**config.mk**
```make
export PLATFORM = sky130hd
export DESIGN_NAME = two_phase_range_qualifier_unit_flat
export DESIGN_NICKNAME = d
export VERILOG_FILES = /design/src/hdl/tprq_pkg.sv /design/src/hdl/tprq_if.sv /design/src/hdl/two_phase_range_qualifier_unit.sv /design/src/flat_wrapper.sv
export SDC_FILE = /design/constraint.sdc
export NUM_CORES = 1
export LEC_CHECK = 0
export ABC_AREA = 1
export BUFFER_PORTS_ARGS = -buffer_cell sky130_fd_sc_hd__clkbuf_2
export CAP_MARGIN = 20
export CORE_MARGIN = 2
export CORE_UTILIZATION = 38
export CTS_BUF_LIST = sky130_fd_sc_hd__clkbuf_4 sky130_fd_sc_hd__clkbuf_8
export CTS_CLUSTER_SIZE = 8
export DETAILED_ROUTE_END_ITERATION = 6
export PLACE_DENSITY = 0.63
export SLEW_MARGIN = 15
export SYNTH_ARGS = -nofsm -noshare
export SYNTH_HDL_FRONTEND = slang
export SYNTH_SLANG_ARGS = --single-unit
```
**constraint.sdc**
```tcl
create_clock -name clk -period 7.5 [get_ports clk]
set_clock_uncertainty 0.15 [all_clocks]
set_input_delay 0.75 -clock clk [delete_from_list [all_inputs] [get_ports clk]]
set_output_delay 0.75 -clock clk [all_outputs]
set_load 0.01 [all_outputs]
```
**src/hdl/tprq_pkg.sv**
```systemverilog
package tprq_pkg;

    localparam int DIST_W    = 16;
    localparam int TICK_W    = 32;
    localparam int AGE_W     = 16;
    localparam int COUNT_W   = 8;
    localparam int CFG_IDX_W = 3;
    localparam int CFG_W     = 32;

    typedef enum logic [1:0] {
        CMD_START  = 2'd0,
        CMD_SAMPLE = 2'd1,
        CMD_TICK   = 2'd2
    } cmd_t;

    typedef enum logic [1:0] {
        ST_IDLE = 2'd0,
        ST_RUN  = 2'd1,
        ST_OK   = 2'd2,
        ST_FAIL = 2'd3
    } status_t;

    typedef enum logic [1:0] {
        EV_NONE    = 2'd0,
        EV_ENTER   = 2'd1,
        EV_ON_RAIL = 2'd2
    } rail_event_t;

    typedef enum logic [1:0] {
        CAUSE_NONE    = 2'd0,
        CAUSE_CONFIG  = 2'd1,
        CAUSE_TIMEOUT = 2'd2,
        CAUSE_STALE   = 2'd3
    } fail_cause_t;

    localparam logic [CFG_IDX_W-1:0] REG_ENTER_LEVEL   = 3'd0;
    localparam logic [CFG_IDX_W-1:0] REG_ON_RAIL_LEVEL = 3'd1;
    localparam logic [CFG_IDX_W-1:0] REG_TIMEOUT       = 3'd2;
    localparam logic [CFG_IDX_W-1:0] REG_STALE         = 3'd3;
    localparam logic [CFG_IDX_W-1:0] REG_ENTER_CONFIRM = 3'd4;
    localparam logic [CFG_IDX_W-1:0] REG_RAIL_CONFIRM  = 3'd5;

    localparam logic [DIST_W-1:0]  RST_ENTER_LEVEL   = 16'd120;
    localparam logic [DIST_W-1:0]  RST_ON_RAIL_LEVEL = 16'd160;
    localparam logic [TICK_W-1:0]  RST_TIMEOUT       = 32'd0;
    localparam logic [AGE_W-1:0]   RST_STALE         = 16'd500;
    localparam logic [COUNT_W-1:0] RST_ENTER_CONFIRM = 8'd2;
    localparam logic [COUNT_W-1:0] RST_RAIL_CONFIRM  = 8'd3;

endpackage

```
**src/hdl/tprq_if.sv**
```systemverilog
interface tprq_in_if;
    logic                             valid;
    logic                             ready;
    tprq_pkg::cmd_t                   cmd;
    logic [tprq_pkg::DIST_W-1:0]      range_mm;
    logic                             sample_bad;

    modport source (output valid, cmd, range_mm, sample_bad, input ready);
    modport sink   (input valid, cmd, range_mm, sample_bad, output ready);
endinterface

interface tprq_out_if;
    logic                             valid;
    logic                             ready;
    tprq_pkg::status_t                status;
    tprq_pkg::rail_event_t            rail_event;
    tprq_pkg::fail_cause_t            fail_cause;

    modport source (output valid, status, rail_event, fail_cause, input ready);
    modport sink   (input valid, status, rail_event, fail_cause, output ready);
endinterface

```
**src/hdl/two_phase_range_qualifier_unit.sv**
```systemverilog
// result: an input transfer's result is held in the output register from the next cycle
// throughput: one item per cycle; a new item is taken whenever the output register
// is empty or its result is transferred in the same cycle
// reset (rst_n low, asynchronous): run idle, phase, counters and sample flags cleared,
// configuration registers back to their defaults, output register empty
module two_phase_range_qualifier_unit (
    input  logic                                 clk,
    input  logic                                 rst_n,
    tprq_in_if.sink                              sample_ch,
    tprq_out_if.source                           result_ch,
    input  logic                                 cfg_we,
    input  logic [tprq_pkg::CFG_IDX_W-1:0]       cfg_index,
    input  logic [tprq_pkg::CFG_W-1:0]           cfg_data
);

    // configuration registers
    logic [tprq_pkg::DIST_W-1:0]  enter_level_reg;
    logic [tprq_pkg::DIST_W-1:0]  on_rail_level_reg;
    logic [tprq_pkg::TICK_W-1:0]  timeout_reg;
    logic [tprq_pkg::AGE_W-1:0]   stale_reg;
    logic [tprq_pkg::COUNT_W-1:0] enter_confirm_reg;
    logic [tprq_pkg::COUNT_W-1:0] rail_confirm_reg;

    // run state
    logic                         active_reg, active_next;
    logic                         phase_reg, phase_next;
    logic [tprq_pkg::COUNT_W-1:0] low_count_reg, low_count_next;
    logic [tprq_pkg::COUNT_W-1:0] high_count_reg, high_count_next;
    logic                         have_sample_reg, have_sample_next;
    logic [tprq_pkg::DIST_W-1:0]  last_dist_reg, last_dist_next;
    logic [tprq_pkg::AGE_W-1:0]   age_reg, age_next;
    logic [tprq_pkg::TICK_W-1:0]  elapsed_reg, elapsed_next;

    // output register
    logic                         out_valid_reg;
    tprq_pkg::status_t            status_reg, status_next;
    tprq_pkg::rail_event_t        event_reg, event_next;
    tprq_pkg::fail_cause_t        cause_reg, cause_next;

    logic                         accept;
    logic                         cfg_bad;
    logic [tprq_pkg::AGE_W-1:0]   age_inc;
    logic [tprq_pkg::TICK_W-1:0]  elapsed_inc;
    logic [tprq_pkg::COUNT_W-1:0] low_inc;
    logic [tprq_pkg::COUNT_W-1:0] high_inc;
    logic                         fresh;

    // output register acts as the skid stage: take a new item while the
    // pending result is being transferred
    assign sample_ch.ready = !out_valid_reg || result_ch.ready;
    assign accept          = sample_ch.valid && sample_ch.ready;

    assign result_ch.valid      = out_valid_reg;
    assign result_ch.status     = status_reg;
    assign result_ch.rail_event = event_reg;
    assign result_ch.fail_cause = cause_reg;

    // configuration check done at start only
    assign cfg_bad = (enter_level_reg == '0)
                  || (on_rail_level_reg <= enter_level_reg)
                  || (stale_reg == '0)
                  || (enter_confirm_reg == '0)
                  || (rail_confirm_reg == '0);

    // saturating increments
    assign age_inc     = (&age_reg)     ? age_reg     : age_reg + 1'b1;
    assign elapsed_inc = (&elapsed_reg) ? elapsed_reg : elapsed_reg + 1'b1;

    // consecutive low / high evaluation counts, reset on a miss
    assign low_inc  = (last_dist_reg > enter_level_reg) ? '0
                    : ((&low_count_reg) ? low_count_reg : low_count_reg + 1'b1);
    assign high_inc = (last_dist_reg < on_rail_level_reg) ? '0
                    : ((&high_count_reg) ? high_count_reg : high_count_reg + 1'b1);

    // freshness uses the age after this tick
    assign fresh = have_sample_reg && (age_inc <= stale_reg);

    always_comb
    begin
        active_next      = active_reg;
        phase_next       = phase_reg;
        low_count_next   = low_count_reg;
        high_count_next  = high_count_reg;
        have_sample_next = have_sample_reg;
        last_dist_next   = last_dist_reg;
        age_next         = age_reg;
        elapsed_next     = elapsed_reg;
        status_next      = active_reg ? tprq_pkg::ST_RUN : tprq_pkg::ST_IDLE;
        event_next       = tprq_pkg::EV_NONE;
        cause_next       = tprq_pkg::CAUSE_NONE;

        case (sample_ch.cmd)
            tprq_pkg::CMD_START:
            begin
                if (cfg_bad)
                begin
                    active_next = 1'b0;
                    status_next = tprq_pkg::ST_FAIL;
                    cause_next  = tprq_pkg::CAUSE_CONFIG;
                end
                else
                begin
                    // a start while running restarts the run
                    active_next      = 1'b1;
                    phase_next       = 1'b0;
                    low_count_next   = '0;
                    high_count_next  = '0;
                    have_sample_next = 1'b0;
                    elapsed_next     = '0;
                    status_next      = tprq_pkg::ST_RUN;
                end
            end

            tprq_pkg::CMD_SAMPLE:
            begin
                // stored whether or not a run is active
                if (!sample_ch.sample_bad)
                begin
                    last_dist_next   = sample_ch.range_mm;
                    age_next         = '0;
                    have_sample_next = 1'b1;
                end
            end

            tprq_pkg::CMD_TICK:
            begin
                age_next = age_inc;
                if (active_reg)
                begin
                    elapsed_next = elapsed_inc;
                    if ((timeout_reg != '0) && (elapsed_inc >= timeout_reg))
                    begin
                        active_next = 1'b0;
                        status_next = tprq_pkg::ST_FAIL;
                        cause_next  = tprq_pkg::CAUSE_TIMEOUT;
                    end
                    else if (!fresh)
                    begin
                        // initial wait for a first sample, then stale failure
                        if (elapsed_inc > {{(tprq_pkg::TICK_W-tprq_pkg::AGE_W){1'b0}}, stale_reg})
                        begin
                            active_next = 1'b0;
                            status_next = tprq_pkg::ST_FAIL;
                            cause_next  = tprq_pkg::CAUSE_STALE;
                        end
                    end
                    else if (!phase_reg)
                    begin
                        low_count_next = low_inc;
                        if (low_inc >= enter_confirm_reg)
                        begin
                            phase_next      = 1'b1;
                            high_count_next = '0;
                            event_next      = tprq_pkg::EV_ENTER;
                        end
                    end
                    else
                    begin
                        high_count_next = high_inc;
                        if (high_inc >= rail_confirm_reg)
                        begin
                            active_next = 1'b0;
                            status_next = tprq_pkg::ST_OK;
                            event_next  = tprq_pkg::EV_ON_RAIL;
                        end
                    end
                end
            end

            default:
            begin
                // unused command: no change
            end
        endcase
    end

    // configuration write port
    always_ff @(posedge clk or negedge rst_n)
    begin
        if (!rst_n)
        begin
            enter_level_reg   <= tprq_pkg::RST_ENTER_LEVEL;
            on_rail_level_reg <= tprq_pkg::RST_ON_RAIL_LEVEL;
            timeout_reg       <= tprq_pkg::RST_TIMEOUT;
            stale_reg         <= tprq_pkg::RST_STALE;
            enter_confirm_reg <= tprq_pkg::RST_ENTER_CONFIRM;
            rail_confirm_reg  <= tprq_pkg::RST_RAIL_CONFIRM;
        end
        else if (cfg_we)
        begin
            case (cfg_index)
                tprq_pkg::REG_ENTER_LEVEL:   enter_level_reg   <= cfg_data[tprq_pkg::DIST_W-1:0];
                tprq_pkg::REG_ON_RAIL_LEVEL: on_rail_level_reg <= cfg_data[tprq_pkg::DIST_W-1:0];
                tprq_pkg::REG_TIMEOUT:       timeout_reg       <= cfg_data[tprq_pkg::TICK_W-1:0];
                tprq_pkg::REG_STALE:         stale_reg         <= cfg_data[tprq_pkg::AGE_W-1:0];
                tprq_pkg::REG_ENTER_CONFIRM: enter_confirm_reg <= cfg_data[tprq_pkg::COUNT_W-1:0];
                tprq_pkg::REG_RAIL_CONFIRM:  rail_confirm_reg  <= cfg_data[tprq_pkg::COUNT_W-1:0];
                default:
                begin
                    // writes beyond the register list are ignored
                end
            endcase
        end
    end

    // run state, updated on every input transfer
    always_ff @(posedge clk or negedge rst_n)
    begin
        if (!rst_n)
        begin
            active_reg      <= 1'b0;
            phase_reg       <= 1'b0;
            low_count_reg   <= '0;
            high_count_reg  <= '0;
            have_sample_reg <= 1'b0;
            last_dist_reg   <= '0;
            age_reg         <= '0;
            elapsed_reg     <= '0;
        end
        else if (accept)
        begin
            active_reg      <= active_next;
            phase_reg       <= phase_next;
            low_count_reg   <= low_count_next;
            high_count_reg  <= high_count_next;
            have_sample_reg <= have_sample_next;
            last_dist_reg   <= last_dist_next;
            age_reg         <= age_next;
            elapsed_reg     <= elapsed_next;
        end
    end

    // output register valid flag
    always_ff @(posedge clk or negedge rst_n)
    begin
        if (!rst_n)
        begin
            out_valid_reg <= 1'b0;
        end
        else if (accept)
        begin
            out_valid_reg <= 1'b1;
        end
        else if (result_ch.ready)
        begin
            out_valid_reg <= 1'b0;
        end
    end

    // result payload, loaded with each transfer
    always_ff @(posedge clk)
    begin
        if (accept)
        begin
            status_reg <= status_next;
            event_reg  <= event_next;
            cause_reg  <= cause_next;
        end
    end

endmodule

```
**src/flat_wrapper.sv**
```systemverilog
// flat-port wrapper written by rule: the top's interface ports become plain ports
module two_phase_range_qualifier_unit_flat 
  (clk, rst_n, cfg_we, cfg_index, cfg_data, sample_ch_valid, sample_ch_cmd, sample_ch_range_mm, sample_ch_sample_bad, sample_ch_ready, result_ch_valid, result_ch_status, result_ch_rail_event, result_ch_fail_cause, result_ch_ready);
  tprq_in_if sample_ch_i ();
  tprq_out_if result_ch_i ();
  input  logic clk;
  input  logic rst_n;
  input  logic cfg_we;
  input  logic [tprq_pkg::CFG_IDX_W-1:0] cfg_index;
  input  logic [tprq_pkg::CFG_W-1:0] cfg_data;
  input wire logic [$bits(sample_ch_i.valid)-1:0] sample_ch_valid;
  input wire logic [$bits(sample_ch_i.cmd)-1:0] sample_ch_cmd;
  input wire logic [$bits(sample_ch_i.range_mm)-1:0] sample_ch_range_mm;
  input wire logic [$bits(sample_ch_i.sample_bad)-1:0] sample_ch_sample_bad;
  output wire logic [$bits(sample_ch_i.ready)-1:0] sample_ch_ready;
  output wire logic [$bits(result_ch_i.valid)-1:0] result_ch_valid;
  output wire logic [$bits(result_ch_i.status)-1:0] result_ch_status;
  output wire logic [$bits(result_ch_i.rail_event)-1:0] result_ch_rail_event;
  output wire logic [$bits(result_ch_i.fail_cause)-1:0] result_ch_fail_cause;
  input wire logic [$bits(result_ch_i.ready)-1:0] result_ch_ready;
  assign sample_ch_i.valid = sample_ch_valid;
  assign sample_ch_i.cmd = sample_ch_cmd;
  assign sample_ch_i.range_mm = sample_ch_range_mm;
  assign sample_ch_i.sample_bad = sample_ch_sample_bad;
  assign sample_ch_ready = sample_ch_i.ready;
  assign result_ch_valid = result_ch_i.valid;
  assign result_ch_status = result_ch_i.status;
  assign result_ch_rail_event = result_ch_i.rail_event;
  assign result_ch_fail_cause = result_ch_i.fail_cause;
  assign result_ch_i.ready = result_ch_ready;
  two_phase_range_qualifier_unit u_core (.clk(clk), .rst_n(rst_n), .sample_ch(sample_ch_i), .result_ch(result_ch_i), .cfg_we(cfg_we), .cfg_index(cfg_index), .cfg_data(cfg_data));
endmodule
```
-- Word level (Yosys, flattened, before mapping)
Index checks and enable logic that the tools add are counted.
- logic and storage cells: 147
- bits of input ports: 59
- output and inout port bits: 8
- flip-flop bits (word level): 186
- eq/ne operators: 14
- add/subtract/negate cells: 4
- reductions and logical operators: 39
- muxes and demuxes: 60
- magnitude comparators: 8
- bitwise gates (word level): 4
- operator list (operator ; count):
    $mux 8 ; 14
    $mux 32 ; 3
    $pmux 32 s2 ; 1
    $add 32x1->32 const B ; 1
    $ge 32x32->1 ; 1
    $gt 32x16->1 ; 1
    $le 16x16->1 ; 2
    $logic_not 16->1 ; 2
    $mux 16 ; 2
    $pmux 16 s2 ; 1
    $pmux 8 s2 ; 2
    $reduce_and 32->1 ; 1
    $reduce_bool 32->1 ; 1
    $mux 2 ; 13
    $mux 1 ; 19
    $add 16x1->16 const B ; 1
    $add 8x1->8 const B ; 2
    $ge 8x8->1 ; 2
    $gt 16x16->1 ; 1
    $logic_not 8->1 ; 2
    $lt 16x16->1 ; 1
    $reduce_and 16->1 ; 1
    $reduce_and 8->1 ; 2
    $reduce_and 2->1 ; 7
    other kinds (22) ; 46

-- Depth between registers and ports, before layout
- depth after elaboration: 10
- mapped depth: 26
- gate-level depth less buffers: 26

-- Least setup slack after synthesis
Ideal clock, no wire load.
- kind: register to register
- start point: register u_core.elapsed_reg[0] (netlist bit)
- end point: register u_core.high_count_reg[0] (netlist bit)
- required time: 7.232 ns
- arrival: 3.116 ns
- setup time: 0.118 ns
- clock period less this slack: 3.384 ns
- path buffers: 1
- cell stages (with the launch flop): 25
- slack: 4.116 ns
- cells stage by stage: dfrtp_1 > ha_1 > nand3_2 > inv_2 > nand2_2 > nor2_4 > nand4_1 > nand4_1 > xor2_1 > inv_1 > ha_1 > nand2_1 > nor3_1 > nand2_1 > nand3_1 > nand2_1 > nand2_1 > nand2_1 > nand3_1 > nand2_1 > nand3_1 > nand2_2 > buf_2 > nand4_1 > nand2_1
- longest elaborated chain between the ends: 6
- elaborated cells between the ends (all ways): 7
- those cells by class: 1 x add/sub; 1 x order compare; 1 x eq/ne; 1 x mux; 3 x reduce/logical
- RTL lines (element ; RTL line ; RTL):
    start, declared ; two_phase_range_qualifier_unit.sv:32 ; logic [tprq_pkg::TICK_W-1:0] elapsed_reg, elapsed_next;
    start signal, assigned ; two_phase_range_qualifier_unit.sv:229 ; elapsed_reg <= elapsed_next;
    $add 32x1->32 / $reduce_and 32->1 (equally long branches) ; two_phase_range_qualifier_unit.sv:67 ; assign elapsed_inc = (&elapsed_reg) ? elapsed_reg : elapsed_reg + 1'b1;
    $mux 32 (*) ; two_phase_range_qualifier_unit.sv:67 ;
    $ge 32x32->1 (*) ; two_phase_range_qualifier_unit.sv:131 ; if ((timeout_reg != '0) && (elapsed_inc >= timeout_reg))
    $logic_and 1x1->1 (*) ; two_phase_range_qualifier_unit.sv:131 ;
    $ne 2x2->1 (no source line) (*) ; n/a ;
    $reduce_and 7->1 (no source line) (*) ; n/a ;
    end signal, assigned ; two_phase_range_qualifier_unit.sv:225 ; high_count_reg <= high_count_next;
    end, declared ; two_phase_range_qualifier_unit.sv:28 ; logic [tprq_pkg::COUNT_W-1:0] high_count_reg, high_count_next;
Every way passes the cells marked *; elsewhere a longest branch is shown, timed or not.
A chain may end at the register's enable or synchronous reset.

-- Worst setup path after layout
- start point: register u_core.elapsed_reg[0] (netlist bit)
- end point: register u_core.low_count_reg[3] (netlist bit)
- longest elaborated chain between the ends: 6
- elaborated cells between the ends (all ways): 7
- those cells by class: 1 x add/sub; 1 x order compare; 1 x eq/ne; 1 x mux; 3 x reduce/logical
- RTL lines (element ; RTL line ; RTL):
    $add 32x1->32 / $reduce_and 32->1 (equally long branches) ; two_phase_range_qualifier_unit.sv:67 ;
    $mux 32 (*) ; two_phase_range_qualifier_unit.sv:67 ;
    $ge 32x32->1 (*) ; two_phase_range_qualifier_unit.sv:131 ;
    $logic_and 1x1->1 (*) ; two_phase_range_qualifier_unit.sv:131 ;
    $ne 2x2->1 (no source line) (*) ; n/a ;
    $reduce_and 7->1 (no source line) (*) ; n/a ;
    end signal, assigned ; two_phase_range_qualifier_unit.sv:224 ; low_count_reg <= low_count_next;
    end, declared ; two_phase_range_qualifier_unit.sv:27 ; logic [tprq_pkg::COUNT_W-1:0] low_count_reg, low_count_next;
Marked as above.

==> results.ini <==
[global_routing]
grt_max_degree = 108
grt_pass1_wl_um = 53600
grt_pass1_vias = 10586
antenna_found_initial = 1
overflow = 0
grt_usage_pct = 19.9

[sta]
setup_tns_ns = 0
drv_slew = 0
finalCritPeriodShare_pct = 57.4
final.min_clock_period_ns = 4.30
finalHoldViolCount = 0
rsz0062_at_grt = false
setup_violations = 0
max_freq_ghz = 0.232
worstMarginPinSlew_ns = 1.02
relSlewSlack_pct = 31.8

[critical_path]
arrival_ns = 4.52
critPathMaxFanout = 19
start_kind = flip-flop
crit_type = reg2reg
required_ns = 7.71
worst_setup_path_end_kind = flip-flop

[die]
pin_count = 67
die_w_um = 185
fp.coreArea_um2 = 32400
initial_utilization_pct = 38.3
dieArea_um2 = 34100
die_h_um = 185
core.rowCount = 66

[logic_synthesis]
synth-edff-count = 6
yosysUniqueCellTypes = 47
syn_area_per_cell_um2 = 7.58
yosysTopAreaCell = dfrtp_1
synthesis.area_um2 = 12400
synth_most_common_cell = nand2_1
synth-seq-cells = 186
ys_top_cells_by_count = nand2_1 (384), inv_1 (246), dfrtp_1 (165)
synth.area.top_cells = dfrtp_1 (33%), ha_1 (13%), nand2_1 (12%)
synthArstFlopShare_pct = 96.8
synth_nets = 1825
yosysWarnings = 0
yosysSeqAreaShare_pct = 37.9
synthFlopType = dfrtp_1
syn_inst = 1635
synth_top_cell_area_share_pct = 33.3

[clock_network]
cts_made_buffers = 17
h-tree-depth = 4
clock-root-buffer = clkbuf_8
cts_resized = 0
clockBufferDepth = 2
insertion_delay_ns = 0.49
postCtsSetupRepairBufs = 0
cts_tree = yes
cts_hold_buf = 0
clock_sinks = 186
clk_pin_slew_worst_paths_ns = 0.10

[drt]
dr.pass1.iters = 5
num_vias = 10913
drtIter0Drc = 733
wl_per_cell_um = 15.1
antenna_left = 0
routed_wl_um = 32400
drc = 0
via_per_inst = 5.09

[pwr]
powerDensity_nw_per_um2 = 217
vdd_drop_max_mv = 0.135
leakage_nw = 6.87

[run]
timing.max_cap.violations = 0

[layout]
diodes = 0
syn2layout_area_growth_pct = 9.45
drive_gt1_share_pct = 9.76
fin_nets = 1877
final_util_pct = 41.9

[placed_design]
dpl.hpwl_um = 24800
place.gp.congestion = 0.888
io_buffers = 66

[run_status]
status = complete, no violations

[worst_hold_path]
hold_class = in2async

logic make-up (layout without fill, tap and decap cells):
kind of cell / after synthesis / in the layout / share of synthesized area, %
simple gates: 714 / 714 / 25.1
buf+inv: 289 / 354 / 8.87
compound gates: 276 / 276 / 11.8
flops: 186 / 186 / 37.9
fa+ha+maj: 131 / 131 / 13.2
xor+xnor: 24 / 24 / 1.70
mux: 15 / 15 / 1.36
worst paths after layout:
| path | start | end | slack [ns] | cells after the start |
|---|---|---|---|---|
| worst min register to register | u_core.timeout_reg[1] | u_core.timeout_reg[1] | 0.35 | 2 |
| worst min-delay path | rst_n | u_core.age_reg[12] | 0.25 | 1 |
| max in group asynchronous | rst_n | u_core.low_count_reg[3] | 5.37 | 2 |
| worst max register to register | u_core.elapsed_reg[0] | u_core.low_count_reg[3] | 3.20 | 22 |
| worst max-delay path | u_core.elapsed_reg[0] | u_core.low_count_reg[3] | 3.20 | 22 |
| min in group clk | sample_ch_range_mm[4] | u_core.last_dist_reg[4] | 0.34 | 2 |
cells in the final DEF, fill, tap and decap left out, types with 11 or more instances in the layout:
master	Yosys	layout
nand2_1	384	384
nor3_1	22	22
inv_1	246	246
clkbuf_2	0	65
nor2_1	121	121
o21ai_0	156	156
o22ai_1	11	11
mux2_2	15	15
nand4_1	42	42
nand3_1	97	96
dfstp_2	15	15
xor2_1	22	22
nor4_1	18	18
a21oi_1	84	84
dfrtp_1	165	165
clkbuf_8	0	20
ha_1	131	131
final cells by class:
type / instances / area [um^2]
Fill cell: 3396 / 18800
Tap cell: 442 / 553
Clock buffer: 20 / 275
Clock inverter: 12 / 121
Inverter: 251 / 942
Multi-Input combinational cell: 1160 / 6600
Timing Repair Buffer: 71 / 374
Sequential cell: 186 / 4700
routing by layer:
layer / part of all wire [%] / up-vias / global-route usage [%]
met4: 2.2 / 2 / 5.84
met2: 47 / 236 / 32.9
met3: 3.9 / 36 / 2.92
li1: - / 5500 / -
met5: 0.049 / - / 0
met1: 47 / 5139 / 27.0
report_power, final:
group	leakage (nW)	internal [mW]	switching, mW	total (mW)
Clock	0.200	0.272	0.423	0.696
Sequential	2.33	1.18	0.143	1.32
Combinational	4.34	0.350	0.585	0.935
critical path: stages (launching register included):
cell	delay [ns]
dfrtp_1	0.46
ha_1	0.31
nand3_2	0.14
inv_2	0.10
nand2_2	0.09
nor2_4	0.15
nand4_1	0.31
o21ai_0	0.51
ha_1	0.34
a21oi_1	0.14
o21ai_0	0.11
nand2_1	0.07
nand3_1	0.06
nand2_1	0.06
nand2_1	0.06
nand2_1	0.06
nand3_1	0.07
nand2_1	0.18
nand3_1	0.13
nand2_2	0.31
nand3_2	0.23
nand2_1	0.11
nand2_1	0.05
stage by stage:
| stage | setup slack (ns) | total power, mW | hold WS, ns | instances | area, um^2 |
|---|---|---|---|---|---|
| 2_1_floorplan | 4.12 | 1.97 | 0.292 | 1635 | 12400 |
| 3_3_place_gp | 3.40 | 2.23 | 0.316 | 2110 | 13200 |
| 3_5_place_dp | 3.26 | 2.27 | 0.323 | 2110 | 13200 |
| 4_1_cts | 3.25 | 2.97 | 0.270 | 2142 | 13600 |
| 5_1_grt | 2.77 | 3.19 | 0.302 | 2142 | 13600 |
| 6_report | 3.20 | 2.95 | 0.249 | 2142 | 13600 |
No activity file was read; power rests on OpenSTA's default activity.
